<file path="config.mk">
export PLATFORM = sky130hd
export DESIGN_NAME = sql_token_scanner
export DESIGN_NICKNAME = d
export VERILOG_FILES = /design/src/design/sts_pkg.sv /design/src/design/sts_front.sv /design/src/design/sts_queue.sv /design/src/design/sts_back.sv /design/src/design/sql_token_scanner.sv
export SDC_FILE = /design/constraint.sdc
export NUM_CORES = 1
export LEC_CHECK = 0
export BUFFER_PORTS_ARGS = -buffer_cell sky130_fd_sc_hd__buf_2
export CAP_MARGIN = 30
export CELL_PAD_IN_SITES_DETAIL_PLACEMENT = 1
export CELL_PAD_IN_SITES_GLOBAL_PLACEMENT = 1
export CORE_MARGIN = 8
export CORE_UTILIZATION = 32
export DETAILED_ROUTE_END_ITERATION = 16
export PLACE_DENSITY = 0.5
export SKIP_LAST_GASP = 1
export SYNTH_ARGS = -nofsm -noshare
export SYNTH_HDL_FRONTEND = slang
export SYNTH_SLANG_ARGS = --single-unit
</file>
<file path="constraint.sdc">
create_clock -name aclk -period 9 [get_ports aclk]
set_input_delay 1.8 -clock aclk [delete_from_list [all_inputs] [get_ports aclk]]
set_output_delay 1.8 -clock aclk [all_outputs]
set_load 0.03 [all_outputs]
</file>
<file path="src/design/sts_pkg.sv">
// Shared types and constants for the SQL token scanner.
`timescale 1ns / 1ps

package sts_pkg;

    // Longest token text that is streamed is MAX_TEXT-1 bytes.
    localparam int MAX_TEXT   = 2048;
    localparam int TEXT_CNT_W = $clog2(MAX_TEXT);

    // Bundle queue between front and back.
    localparam int QUEUE_DEPTH = 4;
    localparam int QPTR_W      = $clog2(QUEUE_DEPTH);

    // At most four results come out of one input byte.
    localparam int MAX_RES = 4;
    localparam int RIDX_W  = $clog2(MAX_RES);
    localparam int RCNT_W  = $clog2(MAX_RES + 1);

    // Token kinds.
    localparam logic [3:0] K_EOF    = 4'd0;
    localparam logic [3:0] K_IDENT  = 4'd1;
    localparam logic [3:0] K_NUMBER = 4'd2;
    localparam logic [3:0] K_STRING = 4'd3;
    localparam logic [3:0] K_LPAREN = 4'd4;
    localparam logic [3:0] K_RPAREN = 4'd5;
    localparam logic [3:0] K_COMMA  = 4'd6;
    localparam logic [3:0] K_STAR   = 4'd7;
    localparam logic [3:0] K_SEMI   = 4'd8;
    localparam logic [3:0] K_EQ     = 4'd9;
    localparam logic [3:0] K_NEQ    = 4'd10;
    localparam logic [3:0] K_LT     = 4'd11;
    localparam logic [3:0] K_LTE    = 4'd12;
    localparam logic [3:0] K_GT     = 4'd13;
    localparam logic [3:0] K_GTE    = 4'd14;
    localparam logic [3:0] K_ERROR  = 4'd15;

    typedef struct packed {
        logic [3:0] token_kind;
        logic [7:0] text_byte;
        logic       byte_valid;
        logic       token_done;
    } res_t;

    // All results caused by one input byte, in order.
    typedef struct packed {
        logic [RCNT_W-1:0]      count;
        res_t [MAX_RES-1:0]     res;
    } bundle_t;

    typedef struct packed {
        logic full;
        logic empty;
    } q_stat_t;

endpackage

</file>
<file path="src/design/sts_front.sv">
// Front end: byte classification and scan state, at most one bundle of results per byte.
`timescale 1ns / 1ps

module sts_front import sts_pkg::*; (
    input  logic       aclk,
    input  logic       aresetn,
    input  logic       s_tvalid,
    output logic       s_tready,
    input  logic [7:0] s_tdata,   // in_byte[7:0]
    input  logic       s_tlast,   // end_of_text
    input  q_stat_t    q_stat,
    output logic       push,
    output bundle_t    push_data
);

    localparam logic [3:0] M_IDLE    = 4'd0;
    localparam logic [3:0] M_IDENT   = 4'd1;
    localparam logic [3:0] M_INT     = 4'd2;
    localparam logic [3:0] M_FRAC    = 4'd3;
    localparam logic [3:0] M_STR     = 4'd4;
    localparam logic [3:0] M_QSEEN   = 4'd5;
    localparam logic [3:0] M_MINUS   = 4'd6;
    localparam logic [3:0] M_BANG    = 4'd7;
    localparam logic [3:0] M_LESS    = 4'd8;
    localparam logic [3:0] M_GREATER = 4'd9;
    localparam logic [3:0] M_COMMENT = 4'd10;

    localparam logic [7:0] CH_SQUOTE = 8'h27;
    localparam logic [7:0] CH_DQUOTE = 8'h22;
    localparam logic [7:0] CH_MINUS  = 8'h2d;
    localparam logic [7:0] CH_NL     = 8'h0a;
    localparam logic [7:0] CH_UNDER  = 8'h5f;
    localparam logic [7:0] CH_DOT    = 8'h2e;
    localparam logic [7:0] CH_LPAREN = 8'h28;
    localparam logic [7:0] CH_RPAREN = 8'h29;
    localparam logic [7:0] CH_COMMA  = 8'h2c;
    localparam logic [7:0] CH_STAR   = 8'h2a;
    localparam logic [7:0] CH_SEMI   = 8'h3b;
    localparam logic [7:0] CH_EQ     = 8'h3d;
    localparam logic [7:0] CH_BANG   = 8'h21;
    localparam logic [7:0] CH_LT     = 8'h3c;
    localparam logic [7:0] CH_GT     = 8'h3e;

    localparam logic [TEXT_CNT_W-1:0] CNT_LIMIT = TEXT_CNT_W'(MAX_TEXT - 1);
    localparam logic [TEXT_CNT_W-1:0] CNT_ONE   = TEXT_CNT_W'(1);

    logic [3:0]            mode_reg, mode_next;
    logic                  qd_reg, qd_next;
    logic [TEXT_CNT_W-1:0] cnt_reg, cnt_next;

    logic [7:0] c;
    logic       accept;
    logic       is_dig, is_alp, is_sp, is_idch, is_curq;

    res_t [MAX_RES-1:0] ent;
    logic [RCNT_W-1:0]  n;
    logic               rescan;

    assign c        = s_tdata;
    assign s_tready = !q_stat.full;
    assign accept   = s_tvalid && s_tready;

    assign is_dig  = c inside {[8'h30:8'h39]};
    assign is_alp  = c inside {[8'h61:8'h7a], [8'h41:8'h5a]};
    assign is_sp   = c inside {8'h20, [8'h09:8'h0d]};
    assign is_idch = is_dig || is_alp || (c == CH_UNDER);
    assign is_curq = (c == (qd_reg ? CH_DQUOTE : CH_SQUOTE));

    // Results are appended at slot n; no byte can cause more than four.
    always_comb begin
        mode_next = mode_reg;
        qd_next   = qd_reg;
        cnt_next  = cnt_reg;
        ent       = '0;
        n         = '0;
        rescan    = 1'b0;

        if (c != 8'h00) begin
            case (mode_reg)
                M_IDENT: begin
                    if (is_idch) begin
                        if (cnt_next < CNT_LIMIT) begin
                            ent[n[RIDX_W-1:0]] = '{K_IDENT, c, 1'b1, 1'b0};
                            n = n + RCNT_W'(1);
                            cnt_next = cnt_next + CNT_ONE;
                        end
                    end else begin
                        ent[n[RIDX_W-1:0]] = '{K_IDENT, 8'h00, 1'b0, 1'b1};
                        n = n + RCNT_W'(1);
                        rescan = 1'b1;
                    end
                end
                M_INT, M_FRAC: begin
                    if (is_dig || (mode_reg == M_INT && c == CH_DOT)) begin
                        if (cnt_next < CNT_LIMIT) begin
                            ent[n[RIDX_W-1:0]] = '{K_NUMBER, c, 1'b1, 1'b0};
                            n = n + RCNT_W'(1);
                            cnt_next = cnt_next + CNT_ONE;
                        end
                        if (!is_dig) begin
                            mode_next = M_FRAC;
                        end
                    end else begin
                        ent[n[RIDX_W-1:0]] = '{K_NUMBER, 8'h00, 1'b0, 1'b1};
                        n = n + RCNT_W'(1);
                        rescan = 1'b1;
                    end
                end
                M_STR: begin
                    if (is_curq) begin
                        mode_next = M_QSEEN;
                    end else if (cnt_next < CNT_LIMIT) begin
                        ent[n[RIDX_W-1:0]] = '{K_STRING, c, 1'b1, 1'b0};
                        n = n + RCNT_W'(1);
                        cnt_next = cnt_next + CNT_ONE;
                    end
                end
                M_QSEEN: begin
                    if (is_curq) begin
                        mode_next = M_STR;
                        if (cnt_next < CNT_LIMIT) begin
                            ent[n[RIDX_W-1:0]] = '{K_STRING, c, 1'b1, 1'b0};
                            n = n + RCNT_W'(1);
                            cnt_next = cnt_next + CNT_ONE;
                        end
                    end else begin
                        ent[n[RIDX_W-1:0]] = '{K_STRING, 8'h00, 1'b0, 1'b1};
                        n = n + RCNT_W'(1);
                        rescan = 1'b1;
                    end
                end
                M_MINUS: begin
                    if (c == CH_MINUS) begin
                        mode_next = M_COMMENT;
                    end else if (is_dig) begin
                        // The pending minus becomes the first character of a number.
                        mode_next = M_INT;
                        ent[0] = '{K_NUMBER, CH_MINUS, 1'b1, 1'b0};
                        ent[1] = '{K_NUMBER, c, 1'b1, 1'b0};
                        n = RCNT_W'(2);
                        cnt_next = TEXT_CNT_W'(2);
                    end else begin
                        ent[n[RIDX_W-1:0]] = '{K_ERROR, 8'h00, 1'b0, 1'b1};
                        n = n + RCNT_W'(1);
                        rescan = 1'b1;
                    end
                end
                M_BANG: begin
                    if (c == CH_EQ) begin
                        ent[n[RIDX_W-1:0]] = '{K_NEQ, 8'h00, 1'b0, 1'b1};
                        n = n + RCNT_W'(1);
                        mode_next = M_IDLE;
                        cnt_next = '0;
                    end else begin
                        ent[n[RIDX_W-1:0]] = '{K_ERROR, 8'h00, 1'b0, 1'b1};
                        n = n + RCNT_W'(1);
                        rescan = 1'b1;
                    end
                end
                M_LESS: begin
                    if (c == CH_GT || c == CH_EQ) begin
                        ent[n[RIDX_W-1:0]] = '{(c == CH_GT) ? K_NEQ : K_LTE,
                                               8'h00, 1'b0, 1'b1};
                        n = n + RCNT_W'(1);
                        mode_next = M_IDLE;
                        cnt_next = '0;
                    end else begin
                        ent[n[RIDX_W-1:0]] = '{K_LT, 8'h00, 1'b0, 1'b1};
                        n = n + RCNT_W'(1);
                        rescan = 1'b1;
                    end
                end
                M_GREATER: begin
                    if (c == CH_EQ) begin
                        ent[n[RIDX_W-1:0]] = '{K_GTE, 8'h00, 1'b0, 1'b1};
                        n = n + RCNT_W'(1);
                        mode_next = M_IDLE;
                        cnt_next = '0;
                    end else begin
                        ent[n[RIDX_W-1:0]] = '{K_GT, 8'h00, 1'b0, 1'b1};
                        n = n + RCNT_W'(1);
                        rescan = 1'b1;
                    end
                end
                M_COMMENT: begin
                    if (c == CH_NL) begin
                        mode_next = M_IDLE;
                    end
                end
                default: begin
                    rescan = 1'b1;
                end
            endcase

            // The byte did not continue the old token, so it starts a new one.
            if (rescan) begin
                mode_next = M_IDLE;
                cnt_next  = '0;
                if (!is_sp) begin
                    case (c)
                        CH_MINUS:  mode_next = M_MINUS;
                        CH_BANG:   mode_next = M_BANG;
                        CH_LT:     mode_next = M_LESS;
                        CH_GT:     mode_next = M_GREATER;
                        CH_SQUOTE, CH_DQUOTE: begin
                            qd_next   = (c == CH_DQUOTE);
                            mode_next = M_STR;
                        end
                        CH_LPAREN, CH_RPAREN, CH_COMMA, CH_STAR, CH_SEMI, CH_EQ: begin
                            ent[n[RIDX_W-1:0]].token_done = 1'b1;
                            case (c)
                                CH_LPAREN: ent[n[RIDX_W-1:0]].token_kind = K_LPAREN;
                                CH_RPAREN: ent[n[RIDX_W-1:0]].token_kind = K_RPAREN;
                                CH_COMMA:  ent[n[RIDX_W-1:0]].token_kind = K_COMMA;
                                CH_STAR:   ent[n[RIDX_W-1:0]].token_kind = K_STAR;
                                CH_SEMI:   ent[n[RIDX_W-1:0]].token_kind = K_SEMI;
                                default:   ent[n[RIDX_W-1:0]].token_kind = K_EQ;
                            endcase
                            n = n + RCNT_W'(1);
                        end
                        default: begin
                            if (is_dig || is_alp || c == CH_UNDER) begin
                                mode_next = is_dig ? M_INT : M_IDENT;
                                ent[n[RIDX_W-1:0]] = '{is_dig ? K_NUMBER : K_IDENT,
                                                       c, 1'b1, 1'b0};
                                cnt_next = CNT_ONE;
                            end else begin
                                ent[n[RIDX_W-1:0]] = '{K_ERROR, 8'h00, 1'b0, 1'b1};
                            end
                            n = n + RCNT_W'(1);
                        end
                    endcase
                end
            end
        end

        // End of text closes whatever is pending, then marks the end.
        if (c == 8'h00 || s_tlast) begin
            case (mode_next)
                M_IDENT: begin
                    ent[n[RIDX_W-1:0]] = '{K_IDENT, 8'h00, 1'b0, 1'b1};
                    n = n + RCNT_W'(1);
                end
                M_INT, M_FRAC: begin
                    ent[n[RIDX_W-1:0]] = '{K_NUMBER, 8'h00, 1'b0, 1'b1};
                    n = n + RCNT_W'(1);
                end
                M_QSEEN: begin
                    ent[n[RIDX_W-1:0]] = '{K_STRING, 8'h00, 1'b0, 1'b1};
                    n = n + RCNT_W'(1);
                end
                M_STR, M_MINUS, M_BANG: begin
                    ent[n[RIDX_W-1:0]] = '{K_ERROR, 8'h00, 1'b0, 1'b1};
                    n = n + RCNT_W'(1);
                end
                M_LESS: begin
                    ent[n[RIDX_W-1:0]] = '{K_LT, 8'h00, 1'b0, 1'b1};
                    n = n + RCNT_W'(1);
                end
                M_GREATER: begin
                    ent[n[RIDX_W-1:0]] = '{K_GT, 8'h00, 1'b0, 1'b1};
                    n = n + RCNT_W'(1);
                end
                default: begin
                end
            endcase
            ent[n[RIDX_W-1:0]] = '{K_EOF, 8'h00, 1'b0, 1'b1};
            n = n + RCNT_W'(1);
            mode_next = M_IDLE;
            cnt_next  = '0;
            qd_next   = 1'b0;
        end
    end

    assign push            = accept && (n != '0);
    assign push_data.count = n;
    assign push_data.res   = ent;

    always_ff @(posedge aclk) begin
        if (!aresetn) begin
            mode_reg <= M_IDLE;
            qd_reg   <= 1'b0;
            cnt_reg  <= '0;
        end else if (accept) begin
            mode_reg <= mode_next;
            qd_reg   <= qd_next;
            cnt_reg  <= cnt_next;
        end
    end

endmodule

</file>
<file path="src/design/sts_queue.sv">
// Short register queue of result bundles between front and back.
`timescale 1ns / 1ps

module sts_queue import sts_pkg::*; (
    input  logic    aclk,
    input  logic    aresetn,
    input  logic    push,
    input  bundle_t push_data,
    input  logic    pop,
    output bundle_t head,
    output q_stat_t q_stat
);

    bundle_t             mem_reg [QUEUE_DEPTH];
    logic [QPTR_W-1:0]   wptr_reg, wptr_next;
    logic [QPTR_W-1:0]   rptr_reg, rptr_next;
    logic [QPTR_W:0]     cnt_reg, cnt_next;

    assign head         = mem_reg[rptr_reg];
    assign q_stat.full  = (cnt_reg == (QPTR_W + 1)'(QUEUE_DEPTH));
    assign q_stat.empty = (cnt_reg == '0);

    always_comb begin
        wptr_next = push ? wptr_reg + QPTR_W'(1) : wptr_reg;
        rptr_next = pop ? rptr_reg + QPTR_W'(1) : rptr_reg;
        cnt_next  = cnt_reg;
        if (push && !pop) begin
            cnt_next = cnt_reg + (QPTR_W + 1)'(1);
        end else if (pop && !push) begin
            cnt_next = cnt_reg - (QPTR_W + 1)'(1);
        end
    end

    always_ff @(posedge aclk) begin
        if (push) begin
            mem_reg[wptr_reg] <= push_data;
        end
    end

    always_ff @(posedge aclk) begin
        if (!aresetn) begin
            wptr_reg <= '0;
            rptr_reg <= '0;
            cnt_reg  <= '0;
        end else begin
            wptr_reg <= wptr_next;
            rptr_reg <= rptr_next;
            cnt_reg  <= cnt_next;
        end
    end

endmodule

</file>
<file path="src/design/sts_back.sv">
// Back end: walks each bundle and drives one result beat per cycle while the queue holds a bundle and m_tready allows.
`timescale 1ns / 1ps

module sts_back import sts_pkg::*; (
    input  logic       aclk,
    input  logic       aresetn,
    input  bundle_t    head,
    input  q_stat_t    q_stat,
    output logic       pop,
    output logic       m_tvalid,
    input  logic       m_tready,
    output logic [7:0] m_tdata,   // text_byte[7:0]
    output logic [5:0] m_tuser,   // token_kind[3:0], byte_valid[4], token_done[5]
    output logic       m_tlast    // run_last
);

    logic [RIDX_W-1:0] idx_reg, idx_next;
    logic              valid_reg, valid_next;
    res_t              res_reg;
    logic              last_reg;
    logic              load, is_last;
    res_t              cur;

    assign cur     = head.res[idx_reg];
    assign is_last = ({1'b0, idx_reg} == head.count - RCNT_W'(1));
    assign load    = !q_stat.empty && (!valid_reg || m_tready);
    assign pop     = load && is_last;

    always_comb begin
        idx_next   = idx_reg;
        valid_next = valid_reg;
        if (load) begin
            valid_next = 1'b1;
            idx_next   = is_last ? '0 : idx_reg + RIDX_W'(1);
        end else if (m_tready) begin
            valid_next = 1'b0;
        end
    end

    always_ff @(posedge aclk) begin
        if (load) begin
            res_reg  <= cur;
            last_reg <= is_last;
        end
    end

    always_ff @(posedge aclk) begin
        if (!aresetn) begin
            idx_reg   <= '0;
            valid_reg <= 1'b0;
        end else begin
            idx_reg   <= idx_next;
            valid_reg <= valid_next;
        end
    end

    assign m_tvalid = valid_reg;
    assign m_tdata  = res_reg.text_byte;
    assign m_tuser  = {res_reg.token_done, res_reg.byte_valid, res_reg.token_kind};
    assign m_tlast  = last_reg;

endmodule

</file>
<file path="src/design/sql_token_scanner.sv">
// Top level of the byte-serial SQL token scanner.
//
//   Channel | Direction | tdata             | tuser                          | tlast
//   s_      | in        | in_byte[7:0]      | -                              | end_of_text
//   m_      | out       | text_byte[7:0]    | kind[3:0] valid[4] done[5]     | run_last
//
// The input takes one byte per cycle while the queue is not full; each byte yields zero to four result beats.
// The output sends one beat per cycle while m_tready is high, so a byte with k results occupies the
// output for k beats; a four-bundle queue absorbs bursts between the two sides.
// An input beat is written into the queue, and its first result beat is then registered in the back end.
// Reset (aresetn low, synchronous) returns the scanner to idle and empties the queue.
// A stalled output fills the queue, after which s_tready drops.
`timescale 1ns / 1ps

module sql_token_scanner import sts_pkg::*; (
    input  logic       aclk,
    input  logic       aresetn,
    input  logic       s_tvalid,
    output logic       s_tready,
    input  logic [7:0] s_tdata,   // in_byte[7:0]
    input  logic       s_tlast,   // end_of_text
    output logic       m_tvalid,
    input  logic       m_tready,
    output logic [7:0] m_tdata,   // text_byte[7:0]
    output logic [5:0] m_tuser,   // token_kind[3:0], byte_valid[4], token_done[5]
    output logic       m_tlast    // run_last
);

    logic    push, pop;
    bundle_t push_data, head;
    q_stat_t q_stat;

    sts_front u_front (
        .aclk      (aclk),
        .aresetn   (aresetn),
        .s_tvalid  (s_tvalid),
        .s_tready  (s_tready),
        .s_tdata   (s_tdata),
        .s_tlast   (s_tlast),
        .q_stat    (q_stat),
        .push      (push),
        .push_data (push_data)
    );

    sts_queue u_queue (
        .aclk      (aclk),
        .aresetn   (aresetn),
        .push      (push),
        .push_data (push_data),
        .pop       (pop),
        .head      (head),
        .q_stat    (q_stat)
    );

    sts_back u_back (
        .aclk     (aclk),
        .aresetn  (aresetn),
        .head     (head),
        .q_stat   (q_stat),
        .pop      (pop),
        .m_tvalid (m_tvalid),
        .m_tready (m_tready),
        .m_tdata  (m_tdata),
        .m_tuser  (m_tuser),
        .m_tlast  (m_tlast)
    );

endmodule

</file>
* After elaboration in Yosys (flattened, before gate mapping)
Memory sizes are Yosys's and may differ from the RTL's. A register that Yosys moved wholly into a read port is not among the register bits.
Cells that the tools add are included.
** Word-level totals
- Register bits :: 41
- Memory bits (writable) :: 236
- Bits of input ports :: 13
- Output and inout bits :: 17
- Logic and storage cells :: 281
- Memories kept :: 1
** Cells by class
- Add/sub/neg operators :: 10
- Magnitude comparators :: 16
- Equal/unequal tests :: 47
- Muxes and demuxes :: 120
- Bitwise gates (word level) :: 24
- Reductions and logical operators :: 50
** Memories
- u_queue.mem_reg :: words 4, bits a word 59, read ports 1, clocked after memory_dff 1, wr ports 1, RTL line sts_queue.sv:14 : bundle_t mem_reg [QUEUE_DEPTH];
** Operators with widths (number)
- 56-bit bitwise mux :: 8
- 56-bit 2-to-1 mux :: 6
- 56-bit one-hot mux with 6 select lines :: 1
- 56-bit one-hot mux with 5 select lines :: 1
- 11-bit 2-to-1 mux :: 16
- 14-bit 2-to-1 mux :: 11
- 14-bit demux with 2-bit select :: 5
- 8-bit by 6-bit equality test with 1-bit output (second input constant) :: 14
- 14-bit one-hot mux with 8 select lines :: 1
- 56-bit one-hot mux with 2 select lines :: 1
- 48-bit bitwise AND :: 2
- 48-bit inverter :: 2
- 40-bit bitwise AND :: 2
- 40-bit inverter :: 2
- 11-bit one-hot mux with 7 select lines :: 1
- 12-bit 2-to-1 mux :: 6
- 36-bit inverter :: 2
- 4-bit 2-to-1 mux :: 14
- 52-bit bitwise AND :: 1
- 52-bit inverter :: 1
- 3-bit 2-to-1 mux :: 15
- 44-bit bitwise AND :: 1
- 44-bit inverter :: 1
- 18-bit by 36-bit bitwise AND with 36-bit output :: 1
- other kinds (57) :: 152

* Longest topological paths before layout
Gate-level depths: netlist (run 1).
- Word-level depth :: 24
- Mapped depth :: 27

* Hierarchy
Synthesis (run 1) repeated with hierarchy kept, for this count alone.
** Unflattened totals
- Cells, all modules :: 961
- Area, all modules :: 13694.4 µm²
** Modules (own cells, without submodules)
- sts_queue :: times used 1, cells an instance 352, area an instance 8972.4 µm²
- sts_front :: times used 1, cells an instance 554, area an instance 3673.5 µm²
- sts_back :: times used 1, cells an instance 55, area an instance 1048.5 µm²

* Least setup slack after synthesis (run 1)
Ideal clock, no wire load.
- Path kind :: in2reg
- Start point :: input s_tdata[2]
- End point :: memory u_queue.mem_reg[0][0] (netlist name), enable pin
- Arrival :: 7016 ps
- Slack :: 1561 ps
- Stages on the path :: 19
- Buffers on the path :: 4
- Cell sequence :: buf_2 > or4_4 > o21ai_2 > o21ai_2 > o2111a_2 > and3_1 > a2111o_1 > or3_4 > and2_0 > clkbuf_1 > nor2_1 > a21o_1 > ha_1 > clkbuf_1 > a211oi_1 > a2111oi_2 > o31a_1 > buf_6 > and2_1
** RTL lines
- start: declaration :: RTL line sql_token_scanner.sv:20 : input logic [7:0] s_tdata,
- end: declaration :: RTL line sts_queue.sv:14

==> impl_metrics.json, run 1 <==
{
  "outcome": "complete, no violations",
  "numPlacedInstances": 1453,
  "clock-sinks": 279,
  "non_filler_instance_count_after_layout": 1511,
  "cp_slowest_stage_delay_ns": 0.75,
  "cts-resized-gates": 0,
  "number_of_hold_buffers_added_after_cts": 0,
  "crit_arrival_ns": 8.28,
  "path_max_fanout": 14,
  "fmax_mhz": 128.2,
  "simple_gate_area_share_of_the_yosys_netlist_pct": 11.09,
  "worst_path_dominant_cell_family": "compound AO/OA/AOI/OAI gates",
  "synth_fa_ha_area_share_pct": 2.041,
  "final-setup-viol-count": 0,
  "ant_nets": 0,
  "yosysSeqAreaShare_pct": 61.72,
  "post_synth_inst_count": 912,
  "die-area_um2": 47740,
  "globalRouteTotalUtil_pct": 14.57,
  "dieHeight_um": 218.5,
  "grt.overflow.total": 0,
  "routed-via-count": 7922,
  "fp.dieW_um": 218.5,
  "critPathKind": "input port to register",
  "cp_cell_sequence": "buf_2, nor4b_4, o211ai_2, a41o_1, clkinv_1, nand2_1, a221o_1, or3_4, and2_0, xor2_1, ha_1, a211oi_1, a2111oi_2, o31a_1, ha_1, inv_1, fa_1, xor2_1, or3_1, a21boi_0",
  "final_core_utilization_pct": 36.78,
  "area.growth.synth_to_final_pct": 13.95,
  "post_synth_xor_area_fraction_pct": 1.001,
  "finClkSkew_ns": 0.02542,
  "mean_syn_cell_area_um2": 14.39,
  "synth_enable_flop_cells": 251,
  "synthesized_area_fraction_occupied_by_ao_oa_aoi_and_oai_cells_pct": 8.812,
  "coreArea_um2": 40650,
  "synth_cell_type_count": 84,
  "finalNetCount": 987,
  "max_ffs_per_register": 236,
  "portBuffers": 29,
  "hold_path.class": "register to register",
  "unrepaired_setup_endpoints_after_global_routing": "false",
  "cellLeakagePower_nw": 4.944,
  "layout.cells.most_common_list": "sky130_fd_sc_hd__edfxtp_1 (251), sky130_fd_sc_hd__mux4_2 (73), sky130_fd_sc_hd__nand2_1 (72), sky130_fd_sc_hd__nor2_1 (52), sky130_fd_sc_hd__o21ai_0 (45)",
  "design_power_total_mw": 3.790,
  "synth_top_family_by_area": "multiplexers",
  "power_per_cell_area_nw_per_um2": 253.5,
  "maxCapViolCount": 0,
  "gp_routability_congestion": 0.8690,
  "period_share_pct": 86.70,
  "dr.pass1.iters": 6,
  "first_global_vias": 8534,
  "antenna_found_initial": 1,
  "slowest_stage": "sky130_fd_sc_hd__nor4b_4",
  "stdcell_area_um2": 14950,
  "worstSetupEndpointType": "register",
  "hold_slack_ns": 0.4818,
  "worstMarginPinSlew_ns": 0.9620,
  "ys_dominant_reg_cell": "sky130_fd_sc_hd__edfxtp_1",
  "pin_count_of_the_biggest_net_entering_global_routing": 60,
  "clock_tree_from_tritoncts": "done",
  "maxSlewViolCount": 0,
  "yosys_warnings": 0,
  "drt_first_iter_violations": 487,
  "cts.root.buffer_cell": "sky130_fd_sc_hd__clkbuf_16",
  "htree_num_levels": 1,
  "post_cts.repair.setup_buffers": 0,
  "synth_area_um2": 13120,
  "ios": 30,
  "insertion_delay_of_the_later_clocked_pin_in_the_worst_skew_pair_ns": 0.58,
  "start_util_pct": 32.28,
  "post_dp_cell_area_um2": 14020,
  "crit_required_ns": 9.48,
  "post-route-drc-count": 0,
  "post_detail_place_hpwl_um": 23310,
  "buffers_from_clock_root_to_sink_at_most": 3,
  "route.detailed.vias_per_inst": 5.243,
  "critical_path.n_buffers_inverters": 3,
  "post_synth_mux_area_share_pct": 13.07,
  "path_clk_slew_ns": 0.06,
  "final.min_clock_period_ns": 7.803,
  "post-place-ws_ns": 0.7150,
  "route.final.wire_length_um": 34740,
  "core.rowCount": 74,
  "report.final.hold_viol_count": 0,
  "synth-seq-cells": 279,
  "worst_ir_drop_vdd_mv": 0.1305,
  "final_common_cell": "sky130_fd_sc_hd__edfxtp_1",
  "timing.final.ws_setup_ns": 1.197,
  "global_route_wire_length_before_repair_um": 53410,
  "timing.critical_path.from_type": "input port",
  "setup-tns-final_ns": 0,
  "async_flop_share_pct": 0,
  "wire_per_inst_um": 22.99,
  "layout-drive-gt1-share_pct": 19.53,
  "numCtsBuffers": 31,
  "timing.max_slew.rel_slack_pct": 35.87
}
==> kinds of logic after synthesis <==
kind of cell,Yosys count
DFF,279
and+or+nand+nor,273
AOI/OAI and AO/OA,171
muxes,80
buffers and inverters,72
adders and majority gates,21
xor gates and xnor gates,15
other,1
==> tightest hold or removal path, cell delays in order (launching register included) <==
cell                       delay, ns
sky130_fd_sc_hd__dfxtp_1        0.32
sky130_fd_sc_hd__nand2_1        0.05
sky130_fd_sc_hd__a21boi_0       0.06
==> worst paths after layout <==
kind	slack, ns	cells past startpoint	to	from
worst max-delay path	1.20	20	u_queue.cnt_reg[2]	s_tdata[6]
worst min-delay path	0.48	2	u_front.cnt_reg[1]	u_front.cnt_reg[1]
worst max register to register	2.12	19	u_queue.cnt_reg[2]	u_front.mode_reg[2]
worst min register to register	0.48	2	u_front.cnt_reg[1]	u_front.cnt_reg[1]
==> power by group <==
part / internal (mW) / switching (mW) / total (mW) / leakage [nW]
clock network: 0.658 / 0.513 / 1.17 / 0.459
logic: 0.387 / 0.531 / 0.918 / 1.92
registers: 1.64 / 0.0605 / 1.70 / 2.56
total: 2.69 / 1.10 / 3.79 / 4.94
==> synth_stat cells, drive strengths merged, types with 3 or more instances <==
master   number  share of area [%]
buf          19               0.72
and4b         4               0.31
inv          19               0.54
o211ai        9               0.55
nor2b        14               0.67
dfxtp        28                4.3
nor3b         4               0.27
o21ai        47                1.9
o21a          4               0.23
or3           7               0.37
nand4         7               0.33
mux4         73                 13
edfxtp      251                 57
nor2         52                1.5
and2         49                2.4
nand3        10               0.38
and3         11               0.56
nand2b        6               0.29
ha           19                1.8
o31ai         6               0.34
a21boi       10               0.57
xor2          6               0.40
a31oi         7               0.33
nor3         18               0.72
nand4b        3               0.20
clkbuf       32               0.92
o2bb2ai       5               0.33
o32ai         7               0.47
xnor2         9               0.60
a22oi         4               0.23
a21o          5               0.29
nand2        72                2.1
or2           4               0.19
mux2i         7               0.53
a21oi        35                1.3
==> final cells by class <==
cell class | count | area [um^2]
Antenna cell | 1 | 2.502
Clock buffer | 36 | 794.5
Clock inverter | 21 | 137.6
Fill cell | 4193 | 25700
Inverter | 21 | 78.83
Multi-Input combinational cell | 572 | 4786
Sequential cell | 279 | 8103
Tap cell | 532 | 665.6
Timing Repair Buffer | 49 | 382.9
==> metal layers <==
metal	track usage, %	share of wire (%)
met5	0	0
met4	4.098	2.4
met3	1.936	4.1
met2	23.60	47
met1	20.30	47
No activity file was read; power rests on OpenSTA's default activity.
==> run 2, diff against run 1 <==
--- a/config.mk
+++ b/config.mk
@@ -11,7 +11,9 @@
 export CELL_PAD_IN_SITES_GLOBAL_PLACEMENT = 1
 export CORE_MARGIN = 8
 export CORE_UTILIZATION = 32
+export CTS_BUF_LIST = sky130_fd_sc_hd__clkbuf_2
 export DETAILED_ROUTE_END_ITERATION = 16
+export GPL_TIMING_DRIVEN = 0
 export PLACE_DENSITY = 0.5
 export SKIP_LAST_GASP = 1
 export SYNTH_ARGS = -nofsm -noshare
==> run 2 against run 1 <==
Effect of this change: global-route usage rose by 1.4 points; non-clock buffer count increased by 46; die area did not move; largest power group unchanged; worst hold slack improved by 0.022 ns; wire length up 8.5%.
==> impl_metrics.json, run 2 (synthesis results as in run 1) <==
{
  "outcome": "complete, no violations",
  "post_cts.repair.setup_buffers": 0,
  "coreArea_um2": 40650,
  "first_global_vias": 9097,
  "numCtsBuffers": 79,
  "timing.final.ws_setup_ns": 1.477,
  "post-route-drc-count": 0,
  "htree_num_levels": 3,
  "unrepaired_setup_endpoints_after_global_routing": "false",
  "hold_path.class": "register to register",
  "cts-resized-gates": 0,
  "final_core_utilization_pct": 36.96,
  "cellLeakagePower_nw": 5.136,
  "post-place-ws_ns": 0.5574,
  "crit_arrival_ns": 8.36,
  "power.switching_fraction_pct": 32.53,
  "path_clk_slew_ns": 0.09,
  "gp_routability_congestion": 0.8173,
  "timing.critical_path.from_type": "input port",
  "route.final.wire_length_um": 37690,
  "insertion_delay_of_the_later_clocked_pin_in_the_worst_skew_pair_ns": 0.92,
  "report.final.hold_viol_count": 0,
  "area.growth.synth_to_final_pct": 14.51,
  "clock_tree_from_tritoncts": "done",
  "die-area_um2": 47740,
  "fmax_mhz": 132.9,
  "clock-sinks": 279,
  "final_common_cell": "sky130_fd_sc_hd__edfxtp_1",
  "layout-drive-gt1-share_pct": 25.05,
  "wire_per_inst_um": 22.99,
  "cp_cell_sequence": "buf_2, nor3b_2, o221ai_1, nand2_1, o2111a_2, nand2_1, a221o_1, or3_4, and2_0, clkbuf_1, nor2_1, a21o_1, ha_1, clkbuf_1, a211oi_1, a2111oi_2, o31a_1, buf_6, ha_1, inv_1, fa_1, xor2_1, or3_1, a21boi_0",
  "pin_count_of_the_biggest_net_entering_global_routing": 37,
  "fp.dieW_um": 218.5,
  "multiInputGateArea_um2": 4801,
  "power_frac_clock_pct": 26.0,
  "post_detail_place_hpwl_um": 26310,
  "globalRouteTotalUtil_pct": 16.00,
  "portBuffers": 27,
  "fill_cells": 4304,
  "worstMarginPinSlew_ns": 0.9851,
  "drt_first_iter_violations": 313,
  "period_share_pct": 83.59,
  "buffers_from_clock_root_to_sink_at_most": 3,
  "timing.max_slew.rel_slack_pct": 34.33,
  "layout.cells.most_common_list": "sky130_fd_sc_hd__edfxtp_1 (251), sky130_fd_sc_hd__clkbuf_2 (116), sky130_fd_sc_hd__mux4_2 (73), sky130_fd_sc_hd__nand2_1 (72), sky130_fd_sc_hd__nor2_1 (52)",
  "slowest_stage": "sky130_fd_sc_hd__a2111oi_2",
  "share_of_total_power_in_combinational_logic_pct": 28.2,
  "route.detailed.vias_per_inst": 5.142,
  "hold_slack_ns": 0.5037,
  "worst_ir_drop_vdd_mv": 0.1217,
  "power.share.sequential_pct": 45.8,
  "maxSlewViolCount": 0,
  "numPlacedInstances": 1499,
  "cp_slowest_stage_delay_ns": 0.65,
  "antenna_found_initial": 2,
  "critPathKind": "input port to register",
  "final-setup-viol-count": 0,
  "cp-startpoint": "s_tdata[5]",
  "setup-tns-final_ns": 0,
  "design_power_total_mw": 3.665,
  "reg2reg_from": "u_front.cnt_reg[0]",
  "reg2reg_to": "u_queue.cnt_reg[2]",
  "routed-via-count": 8428,
  "finClkSkew_ns": 0.06021,
  "worst_r2r_path_depth": 26,
  "finalNetCount": 1081,
  "number_of_hold_buffers_added_after_cts": 0,
  "area.sequential_um2": 8098,
  "post_dp_cell_area_um2": 14280,
  "worstSetupEndpointType": "register",
  "timing.critical_path.to": "u_queue.cnt_reg[2]",
  "stdcell_area_um2": 15020,
  "ant_nets": 0,
  "dieHeight_um": 218.5,
  "max_ffs_per_register": 236,
  "global_route_wire_length_before_repair_um": 57150,
  "grt.overflow.total": 0,
  "crit_required_ns": 9.84,
  "cts.root.buffer_cell": "sky130_fd_sc_hd__clkbuf_2",
  "dr.pass1.iters": 4,
  "core.rowCount": 74,
  "maxCapViolCount": 0,
  "path_max_fanout": 10,
  "netSwitchingPower_mw": 1.192,
  "power_per_cell_area_nw_per_um2": 243.9,
  "r2r_setup_slack_ns": 1.97,
  "non_filler_instance_count_after_layout": 1639,
  "start_util_pct": 32.28,
  "ios": 30,
  "final.min_clock_period_ns": 7.523,
  "internal-power_mw": 2.473
}
## run 2: power groups by stage
stage	sequential [mW]	combinational (mW)	clock, mW
final	1.68	1.03	0.954
after detailed placement	1.71	1.06	0
after global routing	1.70	1.12	1.06
after floorplan	1.79	0.588	0
after global placement	1.72	0.971	0
after CTS	1.68	1.06	1.00
## run 2: layout make-up
class,count,share of cell area [%]
flip-flops and latches,279,53.90
multi-input cells,572,31.95
well taps,532,4.430
clock buffers,116,3.864
repair buffers,44,2.815
plain buffers,51,1.432
clock inverters,23,1.066
inverters,21,0.5247
diodes,1,0.01666
## run 2: worst min path at each step
stage | startpoint | end | slack [ns] | cells after the start
2_1_floorplan | u_front.cnt_reg[1] | u_front.cnt_reg[1] | 0.45 | 2
3_3_place_gp | u_front.cnt_reg[1] | u_front.cnt_reg[1] | 0.48 | 2
3_5_place_dp | u_front.cnt_reg[1] | u_front.cnt_reg[1] | 0.49 | 2
4_1_cts | u_front.cnt_reg[1] | u_front.cnt_reg[1] | 0.51 | 2
5_1_grt | u_front.cnt_reg[1] | u_front.cnt_reg[1] | 0.53 | 2
6_report | u_front.cnt_reg[1] | u_front.cnt_reg[1] | 0.50 | 2
## run 2: critical path, delay by kind of cell
| family | cells | cell delay [ns] |
|---|---|---|
| buffers and inverters | 5 | 1.08 |
| adder cells (fa/ha/maj) | 3 | 0.78 |
| XOR/XNOR | 1 | 0.18 |
| AO/OA/AOI/OAI | 8 | 2.38 |
| AND/OR/NAND/NOR | 7 | 2.15 |
## run 2: per-layer routing
layer  track usage, %  part of all wire (%)  wire length (um)  up-vias
met3            3.304                   3.7              1392       66
met4            5.083                   2.3               856        0
li1                 -                     -                 -     3883
met2            27.01                    49             18500      147
met5                0                     0                 0        -
met1            20.40                    45             16940     4332
==> run 3, diff against run 2 <==
==> constraint.sdc (replaced) <==
create_clock -name aclk -period 7.6 [get_ports aclk]
set_input_delay 1.52 -clock aclk [delete_from_list [all_inputs] [get_ports aclk]]
set_output_delay 1.52 -clock aclk [all_outputs]
set_load 0.03 [all_outputs]
==> run 3 against run 2 <==
Effect of this change: register-to-register slack worse by 1.2 ns; wire length down 0.16%; worst setup slack worse by 0.95 ns; non-clock buffer count unchanged; sequential power up 18%; via count down 0.34%; critical endpoint unchanged; largest power group unchanged; flip-flop and latch count unchanged; utilization about the same; clock power up 18%; first-iteration DRC count up 3.2%; critical path type unchanged; total power up 18%.
==> impl_metrics.json, run 3 (synthesis results as in run 1) <==
{
  "finalNetCount": 1081,
  "crit_required_ns": 8.43,
  "fmax_mhz": 141.4,
  "finClkSkew_ns": 0.06139,
  "layout.cells.most_common_list": "sky130_fd_sc_hd__edfxtp_1 (251), sky130_fd_sc_hd__clkbuf_2 (116), sky130_fd_sc_hd__mux4_2 (73), sky130_fd_sc_hd__nand2_1 (72), sky130_fd_sc_hd__nor2_1 (52)",
  "route.detailed.vias_per_inst": 5.124,
  "ios": 30,
  "numCtsBuffers": 79,
  "reg2reg_to": "u_queue.cnt_reg[2]",
  "final.min_clock_period_ns": 7.073,
  "worstMarginPinSlew_ns": 0.9665,
  "post_detail_place_hpwl_um": 26310,
  "maxCapViolCount": 0,
  "fill_cells": 4305,
  "timing.hold.worst.start": "u_front.cnt_reg[1]",
  "insertion_delay_of_the_later_clocked_pin_in_the_worst_skew_pair_ns": 0.92,
  "wire_per_inst_um": 22.96,
  "cellLeakagePower_nw": 5.140,
  "worstSetupEndpointType": "register",
  "core.rowCount": 74,
  "gp_routability_congestion": 0.8173,
  "unrepaired_setup_endpoints_after_global_routing": "false",
  "post_cts.repair.setup_buffers": 0,
  "crit_arrival_ns": 7.90,
  "global_route_wire_length_before_repair_um": 57150,
  "design_power_total_mw": 4.339,
  "area.growth.synth_to_final_pct": 14.66,
  "hold_path.class": "register to register",
  "portBuffers": 27,
  "die-area_um2": 47740,
  "antenna_found_initial": 2,
  "cp-startpoint": "s_tdata[6]",
  "final-setup-viol-count": 0,
  "post_dp_cell_area_um2": 14280,
  "globalRouteTotalUtil_pct": 16.00,
  "final_common_cell": "sky130_fd_sc_hd__edfxtp_1",
  "r2r_setup_slack_ns": 0.78,
  "period_share_pct": 93.06,
  "layout-drive-gt1-share_pct": 25.05,
  "pin_count_of_the_biggest_net_entering_global_routing": 37,
  "dieHeight_um": 218.5,
  "report.final.hold_viol_count": 0,
  "first_global_vias": 9097,
  "clock_tree_from_tritoncts": "done",
  "critPathKind": "input port to register",
  "area.sequential_um2": 8098,
  "post-route-drc-count": 0,
  "setup-tns-final_ns": 0,
  "reg2reg_from": "u_front.cnt_reg[0]",
  "non_filler_instance_count_after_layout": 1639,
  "max_ffs_per_register": 236,
  "ant_nets": 0,
  "start_util_pct": 32.28,
  "cts.root.buffer_cell": "sky130_fd_sc_hd__clkbuf_2",
  "timing.critical_path.to": "u_queue.cnt_reg[2]",
  "buffers_from_clock_root_to_sink_at_most": 3,
  "multiInputGateArea_um2": 4820,
  "hold_slack_ns": 0.5040,
  "routed-via-count": 8399,
  "power_per_cell_area_nw_per_um2": 288.5,
  "htree_num_levels": 3,
  "stdcell_area_um2": 15040,
  "timing.critical_path.from_type": "input port",
  "worst_ir_drop_vdd_mv": 0.1435,
  "timing.max_slew.rel_slack_pct": 35.57,
  "worst_r2r_path_depth": 26,
  "path_max_fanout": 9,
  "maxSlewViolCount": 0,
  "clock-sinks": 279,
  "numPlacedInstances": 1499,
  "path_clk_slew_ns": 0.09,
  "fp.dieW_um": 218.5,
  "outcome": "complete, no violations",
  "grt.overflow.total": 0,
  "route.final.wire_length_um": 37630,
  "drt_first_iter_violations": 323,
  "dr.pass1.iters": 4,
  "coreArea_um2": 40650
}
[run 3: changes by cell type in the layout (fill, tap and decap cells not counted)]
cell,delta
sky130_fd_sc_hd__a2111oi_4,+1
sky130_fd_sc_hd__nor3b_2,-1
sky130_fd_sc_hd__nor3b_4,+1
sky130_fd_sc_hd__a2111oi_2,-1
[run 3: layer usage]
metal	routed length, um	track usage, %
met1	16980	20.40
met3	1332	3.304
met2	18570	27.01
met5	0	0
met4	741	5.083
[run 3: worst min path at each step]
| stage | to | slack, ns | depth (start not counted) |
|---|---|---|---|
| 3_3_place_gp | u_front.cnt_reg[1] | 0.48 | 2 |
| 3_5_place_dp | u_front.cnt_reg[1] | 0.49 | 2 |
| 6_report | u_front.cnt_reg[1] | 0.50 | 2 |
| 4_1_cts | u_front.cnt_reg[1] | 0.51 | 2 |
| 2_1_floorplan | u_front.cnt_reg[1] | 0.45 | 2 |
| 5_1_grt | u_front.cnt_reg[1] | 0.53 | 2 |
[run 3: layout make-up]
type                            instances  area share (%)
Buffer                                 51           1.431
Sequential cell                       279           53.83
Tap cell                              532           4.425
Clock buffer                          116           3.859
Clock inverter                         23           1.065
Inverter                               21          0.5240
Timing Repair Buffer                   44           2.811
Multi-Input combinational cell        572           32.04
Antenna cell                            1         0.01663
[run 3: through the flow]
stage	setup WS [ns]	util [%]
floorplan	0.4410	-
global placement	-2.275	34.35
detailed placement	-0.5626	35.14
CTS	0.4681	36.96
global route	0.1704	37.01
finish	0.5274	37.01
[run 3: report_power, final]
| part | switching (mW) | internal (mW) |
|---|---|---|
| sequential | 0.0523 | 1.94 |
| combinational | 0.710 | 0.514 |
| clock | 0.649 | 0.479 |
[run 3: worst max-delay path, stage by stage]
cell	delay (ns)
sky130_fd_sc_hd__buf_2	0.23
sky130_fd_sc_hd__nor4b_4	0.47
sky130_fd_sc_hd__o211ai_2	0.27
sky130_fd_sc_hd__maj3_1	0.38
sky130_fd_sc_hd__nand2_1	0.14
sky130_fd_sc_hd__a21boi_0	0.44
sky130_fd_sc_hd__nand4_1	0.30
sky130_fd_sc_hd__ha_1	0.40
sky130_fd_sc_hd__nor2_1	0.11
sky130_fd_sc_hd__nor2_1	0.08
sky130_fd_sc_hd__nor2_1	0.21
sky130_fd_sc_hd__inv_1	0.12
sky130_fd_sc_hd__ha_1	0.29
sky130_fd_sc_hd__a21o_1	0.16
sky130_fd_sc_hd__ha_1	0.16
sky130_fd_sc_hd__clkbuf_1	0.32
sky130_fd_sc_hd__a211oi_1	0.13
sky130_fd_sc_hd__a2111oi_4	0.49
sky130_fd_sc_hd__o31a_1	0.22
sky130_fd_sc_hd__buf_6	0.13
sky130_fd_sc_hd__ha_1	0.19
sky130_fd_sc_hd__inv_1	0.07
sky130_fd_sc_hd__fa_1	0.43
sky130_fd_sc_hd__xor2_1	0.18
sky130_fd_sc_hd__or3_1	0.31
sky130_fd_sc_hd__a21boi_0	0.15
[run 3: timing repair]
item / in CTS / in global routing
setup endpoints to repair: 0 / 1
resized for setup: 0 / 2
hold buffers: 0 / 0
